`src/sv/b64d_pkg.sv`:
```
package b64d_pkg;

    localparam int ByteW = 8;
    localparam int SextetW = 6;
    localparam int MaxBytes = 3;

    localparam logic [ByteW-1:0] PadChar = 8'h3D;  // '='

    typedef enum logic [1:0] {
        ST_OK      = 2'd0,
        ST_INVALID = 2'd1,
        ST_LENGTH  = 2'd2
    } t_status;

    // Decoded bytes of one request, packed with the first byte in the low bits.
    typedef struct packed {
        logic [1:0]                 count;
        logic [MaxBytes*ByteW-1:0]  bytes;
        t_status                    status;
        logic                       final_flag;
    } t_bundle;

    // Returns {invalid, sextet}; an invalid character yields sextet zero.
    function automatic logic [SextetW:0] sextet_of(input logic [ByteW-1:0] ch);
        logic [ByteW-1:0] d;
        logic [SextetW:0] res;
        res = {1'b1, {SextetW{1'b0}}};
        if (ch >= 8'h41 && ch <= 8'h5A) begin
            d = ch - 8'h41;
            res = {1'b0, d[SextetW-1:0]};
        end else if (ch >= 8'h61 && ch <= 8'h7A) begin
            d = ch - 8'h61 + 8'd26;
            res = {1'b0, d[SextetW-1:0]};
        end else if (ch >= 8'h30 && ch <= 8'h39) begin
            d = ch - 8'h30 + 8'd52;
            res = {1'b0, d[SextetW-1:0]};
        end else if (ch == 8'h2B || ch == 8'h2D) begin
            res = {1'b0, 6'd62};
        end else if (ch == 8'h2F || ch == 8'h5F) begin
            res = {1'b0, 6'd63};
        end else if (ch == PadChar) begin
            res = {1'b0, 6'd0};
        end
        return res;
    endfunction

endpackage

```
`src/sv/base64_decoder.sv`:
```
// Streaming Base64 decoder. One text character enters per request on the slave side
// (tdata = character, tlast = last character of the text); decoded bytes leave one per
// request on the master side (tdata = byte, tuser = status, tlast = last result).
// Both the standard and URL-safe alphabets are accepted, and '=' counts as zero anywhere.
// A group with an invalid character produces no bytes and latches an error; the final
// character then yields a single result with status 1 (invalid) or 2 (length not a
// multiple of four, which wins), byte zero and tlast set. Characters are taken at one
// per cycle: the first three of a group need no output space and are always accepted,
// and the fourth or a final character waits only until the byte register has room for
// its up to three results. The output side, one byte per cycle while the receiver is ready,
// sets the sustained rate, which keeps up with one character per cycle as four characters
// give at most three bytes. A character's first result appears the cycle after it is taken.
module base64_decoder (
    input  logic       i_clk,
    input  logic       i_rst_n,
    input  logic       i_s_axis_tvalid,
    output logic       o_s_axis_tready,
    input  logic [7:0] i_s_axis_tdata,   // [7:0] char_in
    input  logic       i_s_axis_tlast,
    output logic       o_m_axis_tvalid,
    input  logic       i_m_axis_tready,
    output logic [7:0] o_m_axis_tdata,   // [7:0] out_byte
    output logic [1:0] o_m_axis_tuser,   // [1:0] status
    output logic       o_m_axis_tlast
);

    logic              load;
    logic              group_full;
    logic              ser_free;
    b64d_pkg::t_bundle bundle;
    b64d_pkg::t_status status;

    // Characters that cannot produce a result never need the output register.
    assign o_s_axis_tready = ser_free || (!group_full && !i_s_axis_tlast);
    assign load = i_s_axis_tvalid && o_s_axis_tready;

    b64d_group u_group (
        .i_clk        (i_clk),
        .i_rst_n      (i_rst_n),
        .i_load       (load),
        .i_char       (i_s_axis_tdata),
        .i_final      (i_s_axis_tlast),
        .o_group_full (group_full),
        .o_bundle     (bundle)
    );

    b64d_serializer u_ser (
        .i_clk    (i_clk),
        .i_rst_n  (i_rst_n),
        .i_load   (load),
        .i_bundle (bundle),
        .o_free   (ser_free),
        .o_valid  (o_m_axis_tvalid),
        .i_ready  (i_m_axis_tready),
        .o_byte   (o_m_axis_tdata),
        .o_status (status),
        .o_last   (o_m_axis_tlast)
    );

    assign o_m_axis_tuser = status;

endmodule

```
`src/sv/b64d_group.sv`:
```
module b64d_group (
    input  logic                        i_clk,
    input  logic                        i_rst_n,
    input  logic                        i_load,
    input  logic [b64d_pkg::ByteW-1:0]  i_char,
    input  logic                        i_final,
    output logic                        o_group_full,
    output b64d_pkg::t_bundle           o_bundle
);

    logic [1:0]  r_pos, n_pos;
    logic [17:0] r_acc, n_acc;
    logic        r_third_pad, n_third_pad;
    logic        r_inv, n_inv;
    logic        r_sticky, n_sticky;

    logic [b64d_pkg::SextetW:0] lookup;
    logic                        bad;
    logic [b64d_pkg::SextetW-1:0] sx;
    logic [23:0]                 word;
    logic                        is_pad;

    assign lookup = b64d_pkg::sextet_of(i_char);
    assign bad    = lookup[b64d_pkg::SextetW];
    assign sx     = lookup[b64d_pkg::SextetW-1:0];
    assign word   = {r_acc, sx};
    assign is_pad = (i_char == b64d_pkg::PadChar);
    assign o_group_full = (r_pos == 2'd3);

    always_comb begin
        n_pos       = r_pos;
        n_acc       = r_acc;
        n_third_pad = r_third_pad;
        n_inv       = r_inv;
        n_sticky    = r_sticky;
        o_bundle    = '0;
        o_bundle.status = b64d_pkg::ST_OK;

        if (r_pos != 2'd3) begin
            if (r_pos == 2'd2) begin
                n_third_pad = is_pad;
            end
            n_acc = {r_acc[11:0], sx};
            n_inv = r_inv | bad;
            n_pos = r_pos + 2'd1;
        end else begin
            if (r_inv | bad) begin
                n_sticky = 1'b1;
            end else if (!r_sticky) begin
                // Bytes dropped by padding are squeezed out of the list.
                o_bundle.bytes[7:0]  = word[23:16];
                o_bundle.bytes[15:8] = r_third_pad ? word[7:0] : word[15:8];
                o_bundle.bytes[23:16] = word[7:0];
                o_bundle.count = 2'd1 + {1'b0, !r_third_pad} + {1'b0, !is_pad};
            end
            n_pos       = 2'd0;
            n_acc       = '0;
            n_third_pad = 1'b0;
            n_inv       = 1'b0;
        end

        if (i_final) begin
            if (n_pos != 2'd0) begin
                o_bundle.count  = 2'd1;
                o_bundle.bytes  = '0;
                o_bundle.status = b64d_pkg::ST_LENGTH;
            end else if (n_sticky) begin
                o_bundle.count  = 2'd1;
                o_bundle.bytes  = '0;
                o_bundle.status = b64d_pkg::ST_INVALID;
            end
            o_bundle.final_flag = 1'b1;
            n_pos       = 2'd0;
            n_acc       = '0;
            n_third_pad = 1'b0;
            n_inv       = 1'b0;
            n_sticky    = 1'b0;
        end
    end

    always_ff @(posedge i_clk) begin
        if (!i_rst_n) begin
            r_pos       <= '0;
            r_acc       <= '0;
            r_third_pad <= 1'b0;
            r_inv       <= 1'b0;
            r_sticky    <= 1'b0;
        end else if (i_load) begin
            r_pos       <= n_pos;
            r_acc       <= n_acc;
            r_third_pad <= n_third_pad;
            r_inv       <= n_inv;
            r_sticky    <= n_sticky;
        end
    end

    a_final_clears: assert property (@(posedge i_clk) disable iff (!i_rst_n)
        i_load && i_final |=> r_pos == 2'd0 && !r_sticky && !r_inv)
        else $error("decode state not cleared after final character");

    a_final_has_result: assert property (@(posedge i_clk) disable iff (!i_rst_n)
        i_load && i_final |-> o_bundle.count != 2'd0)
        else $error("final character produced no result");

endmodule

```
`src/sv/b64d_serializer.sv`:
```
module b64d_serializer (
    input  logic                        i_clk,
    input  logic                        i_rst_n,
    input  logic                        i_load,
    input  b64d_pkg::t_bundle           i_bundle,
    output logic                        o_free,
    output logic                        o_valid,
    input  logic                        i_ready,
    output logic [b64d_pkg::ByteW-1:0]  o_byte,
    output b64d_pkg::t_status           o_status,
    output logic                        o_last
);

    logic              r_valid;
    logic [1:0]        r_idx;
    b64d_pkg::t_bundle r_bundle;
    logic              at_end, take, done;

    assign at_end  = (r_idx == r_bundle.count - 2'd1);
    assign take    = r_valid && i_ready;
    assign done    = take && at_end;
    assign o_free  = !r_valid || done;
    assign o_valid = r_valid;
    assign o_status = r_bundle.status;
    assign o_last   = r_bundle.final_flag && at_end;

    always_comb begin
        case (r_idx)
            2'd0:    o_byte = r_bundle.bytes[7:0];
            2'd1:    o_byte = r_bundle.bytes[15:8];
            2'd2:    o_byte = r_bundle.bytes[23:16];
            default: o_byte = '0;
        endcase
    end

    always_ff @(posedge i_clk) begin
        if (!i_rst_n) begin
            r_valid <= 1'b0;
            r_idx   <= '0;
        end else if (i_load && i_bundle.count != 2'd0) begin
            r_valid <= 1'b1;
            r_idx   <= '0;
        end else if (done) begin
            r_valid <= 1'b0;
            r_idx   <= '0;
        end else if (take) begin
            r_idx <= r_idx + 2'd1;
        end
    end

    always_ff @(posedge i_clk) begin
        if (i_load && i_bundle.count != 2'd0) begin
            r_bundle <= i_bundle;
        end
    end

    a_idx_in_range: assert property (@(posedge i_clk) disable iff (!i_rst_n)
        r_valid |-> r_idx < r_bundle.count)
        else $error("byte index beyond bundle length");

    a_error_is_last: assert property (@(posedge i_clk) disable iff (!i_rst_n)
        r_valid && r_bundle.status != b64d_pkg::ST_OK |-> o_last)
        else $error("error result not marked last");

    a_step: assert property (@(posedge i_clk) disable iff (!i_rst_n)
        take && !done && !i_load |=> r_valid && r_idx == $past(r_idx) + 2'd1)
        else $error("byte index did not advance");

endmodule
```
`config.mk`:
```
export PLATFORM = sky130hd
export DESIGN_NAME = base64_decoder
export DESIGN_NICKNAME = d
export VERILOG_FILES = /design/src/sv/b64d_pkg.sv /design/src/sv/base64_decoder.sv /design/src/sv/b64d_group.sv /design/src/sv/b64d_serializer.sv
export SDC_FILE = /design/constraint.sdc
export NUM_CORES = 1
export LEC_CHECK = 0
export BUFFER_PORTS_ARGS = -buffer_cell sky130_fd_sc_hd__buf_2
export CAP_MARGIN = 20
export CORE_MARGIN = 2
export CORE_UTILIZATION = 54
export DETAILED_ROUTE_END_ITERATION = 10
export PLACE_DENSITY = 0.76
export SLEW_MARGIN = 20
export SYNTH_ARGS = -nofsm -noshare
export SYNTH_HDL_FRONTEND = slang
export SYNTH_SLANG_ARGS = --single-unit
export TNS_END_PERCENT = 5
```
`constraint.sdc`:
```
create_clock -name i_clk -period 3.7 [get_ports i_clk]
set_clock_uncertainty 0.1 [all_clocks]
set_input_delay 0.37 -clock i_clk [delete_from_list [all_inputs] [get_ports i_clk]]
set_output_delay 0.37 -clock i_clk [all_outputs]
set_load 0.005 [all_outputs]
```
==> flow_metrics.py <==
metrics = {
    "logic_synthesis": {
        "syn_nets": 352,
        "synth_top_cell_area_share": 0.273,
        "ys_seq_area_frac": 0.437,
        "postSynthAreaPerCell_sq_um": 9.89,
        "yosysTopAreaCell": "edfxtp_1",
        "synth_compound_gate_area_share": 0.217,
        "proportion_of_register_bits_with_asynchronous_set_or_reset_after_synthesis": 0,
        "ys_types": 60,
        "synth_xor_xnor_area_share": 0.0248,
        "netlist_area_sq_um": 3180,
        "yosys.area_share.adder": 0.0668,
        "simple_gate_share_of_the_synthesized_area": 0.189,
        "yosys_warnings": 0,
        "synth_edf_count": 29,
        "ys_ff_latch": 55,
        "synthesis.instances": 322,
        "synthMuxAreaShare": 0.0126,
        "synthTopCellsByCount": "edfxtp_1 (29), dfxtp_1 (26), nor2_1 (25)",
        "main_combinational_cell_family_by_area_after_synthesis": "compound AO/OA/AOI/OAI gates",
        "synth_most_common_cell": "edfxtp_1",
        "synth-main-ff-cell": "edfxtp_1",
        "yosys-top-cells-area": "edfxtp_1 (27%), dfxtp_1 (16%), ha_1 (6.7%)",
    },
    "floorplanning": {
        "initial_utilization": 0.568,
        "placementRows": 27,
        "placeableCoreArea_sq_um": 5610,
        "die_area_sq_um": 6530,
        "die_x_microns": 80.8,
        "io_pins": 26,
        "fp.dieH_microns": 80.8,
    },
    "routing": {
        "drcViolationCount": 0,
        "total_vias_in_the_final_route": 2443,
        "wirelength_mm": 6.55,
        "drtAntennaViolNets": 0,
        "initialDrtViolationCount": 175,
        "routed_via_density": 5.99,
        "wl_per_cell_microns": 16.1,
        "dr.pass1.iters": 4,
    },
    "run_status": {
        "status": "finished clean",
    },
    "clocking": {
        "cts_max_level": 2,
        "worst_setup_hold_path_clk_slew_ns": 0.09,
        "cts.sink_count": 55,
        "cts_buffers": 5,
        "cts_resized": 0,
        "post_cts.repair.setup_buffers": 0,
        "cts_tree": "done",
        "ctsLongestPathBuffers": 2,
        "ctsRootBufferMaster": "clkbuf_8",
        "postCtsHoldBufs": 0,
        "clk-insertion-delay-late_ns": 0.30,
    },
    "grt": {
        "grt_first_pass_wirelength_mm": 10.9,
        "top_usage_layer": "met2",
        "grt_util_met2": 0.373,
        "global_router_s_overall_resource_usage": 0.215,
        "pin_count_of_the_biggest_net_entering_global_routing": 33,
        "globalRoute.totalOverflow": 0,
        "grt_util_met1": 0.286,
        "grt_util_met3": 0.0267,
        "grt_antenna_before_repair": 0,
        "grt_pass1_vias": 2241,
    },
    "placed_design": {
        "dp.final_hpwl_mm": 4.77,
        "io_buffers": 25,
        "place_congestion": 0.909,
        "pre_cts_slack_ns": 0.658,
    },
    "sta": {
        "unrepaired_setup_endpoints_after_global_routing": "false",
        "min_period_over_period": 0.739,
        "slew_headroom": 0.555,
        "worst_slack_ns": 0.966,
        "fmax_mhz": 366,
        "min_period_ns": 2.73,
        "setup_viol": 0,
        "hold_ws_ns": 0.298,
        "report.final.slew_viol_count": 0,
        "slew_at_the_pin_with_the_worst_max_slew_slack_ns": 0.663,
        "timing.final.hold_violations": 0,
        "timing.setup.tns_ns": 0,
    },
    "final_layout": {
        "area_growth_syn_to_layout_pct": 7.66,
        "insertedDiodeCount": 0,
        "num-nets-final": 365,
        "final_layout_size_suffix_gt1_frac": 0.152,
    },
    "critical_path": {
        "cp_cell_sequence": "buf_2 -> inv_1 -> ha_1 -> nor2b_1 -> o211ai_1 -> o311a_1 -> o21ai_2 -> a211oi_4 -> buf_4",
        "worstPathArrival_ns": 2.60,
        "cp_slowest_stage_delay_ns": 0.37,
        "worst_setup_path_end_kind": "register",
        "master_of_the_slowest_instance_on_the_critical_path": "buf_4",
        "critPathKind": "input port to register",
        "critical_path_peak_fanout": 32,
        "critical_path_required_ns": 3.57,
        "worst_setup_path_start_kind": "input port",
        "worst_r2r_startpoint": "u_group.r_pos[1]",
        "worstSetupStartpoint": "i_s_axis_tdata[0]",
    },
    "worst_hold_path": {
        "holdCritStartpoint": "i_s_axis_tlast",
        "hold_class": "input port to register",
    },
    "power": {
        "p_leak_nw": 1.22,
        "p_per_area_nw_per_um2": 351,
        "vdd.ir_drop.worst_mv": 0.160,
    },
    "run": {
        "maxCapViolCount": 0,
    },
}
## worst max-delay path, delay by kind of cell
kind / cells / cell delay, ns
AOI/OAI and AO/OA: 4 / 1.18
buffers and inverters: 3 / 0.63
adders and majority gates: 1 / 0.25
and+or+nand+nor: 1 / 0.14
## metal layers
layer	wire, microns	part of all wire	vias to the layer above
met3	197	0.030	7
met5	0	0	-
met1	3080	0.47	1161
met2	3200	0.49	61
li1	-	-	1214
met4	78	0.012	0
## stage by stage
step	instances	area, sq um	power [mW]	util
after floorplan	322	3180	0.782	-
final	408	3430	1.20	0.611
after detailed placement	400	3320	0.826	0.592
after CTS	408	3430	1.21	0.611
after global placement	400	3320	0.824	0.592
after global routing	408	3430	1.25	0.611
## power by group
group | switching (mW) | leakage, nW | internal (mW)
Clock | 0.188 | 0.0514 | 0.202
Sequential | 0.00726 | 0.497 | 0.655
Combinational | 0.0953 | 0.673 | 0.0560
Total | 0.290 | 1.22 | 0.913
## placed cells by master, fill, tap and decap left out, types with 3 or more instances in the layout
| cell type | synthesis | layout |
|---|---|---|
| nor3b_2 | 2 | 3 |
| a21oi_1 | 17 | 17 |
| inv_1 | 14 | 14 |
| nand3_1 | 9 | 9 |
| a22oi_1 | 13 | 13 |
| nand2_1 | 16 | 16 |
| nor2b_1 | 19 | 19 |
| a211oi_1 | 3 | 3 |
| o21a_1 | 3 | 3 |
| xnor2_1 | 9 | 9 |
| buf_2 | 3 | 25 |
| o21ai_0 | 13 | 13 |
| clkbuf_8 | 0 | 5 |
| nor3_1 | 10 | 10 |
| and2_1 | 11 | 11 |
| nor3b_1 | 4 | 3 |
| dfxtp_1 | 26 | 26 |
| ha_1 | 17 | 17 |
| a222oi_1 | 8 | 8 |
| nor2_1 | 25 | 25 |
| buf_4 | 6 | 3 |
| mux2i_1 | 4 | 4 |
| a21boi_0 | 3 | 3 |
| edfxtp_1 | 29 | 29 |
| o22ai_1 | 3 | 3 |
## cell type report
type / instances / area [sq um]
clock buffer: 6 / 72.6
clock inverter: 2 / 37.5
fill: 471 / 2180
inverter: 14 / 52.6
multi-input combinational: 231 / 1640
sequential: 55 / 1390
tap: 72 / 90.1
timing repair buffer: 28 / 148
## cell families (layout without fill, tap and decap cells)
group | count (synthesis) | after routing
fa+ha+maj | 17 | 17
flops | 55 | 55
mux | 4 | 4
xor+xnor | 9 | 9
buf+inv | 36 | 50
compound gates | 91 | 91
simple gates | 110 | 110
## state kept, by name, indices dropped and copies added (netlist names)
name	cells
u_ser.r_idx	2
u_group.r_sticky	1
u_ser.r_bundle	27
u_group.r_third_pad	1
u_ser.o_valid	1
u_group.r_acc	18
u_group.r_inv	1
u_group.r_pos	2
u_ser.o_status	2
## final timing paths
kind | endpoint | slack, ns | cells after the start
setup / recovery | u_ser.r_bundle[18] | 0.97 | 9
hold / removal | u_ser.r_bundle[0] | 0.30 | 1
setup reg to reg | u_ser.r_bundle[18] | 1.23 | 5
hold reg to reg | u_group.r_pos[1] | 0.38 | 2
No activity file was read; power rests on OpenSTA's default activity.
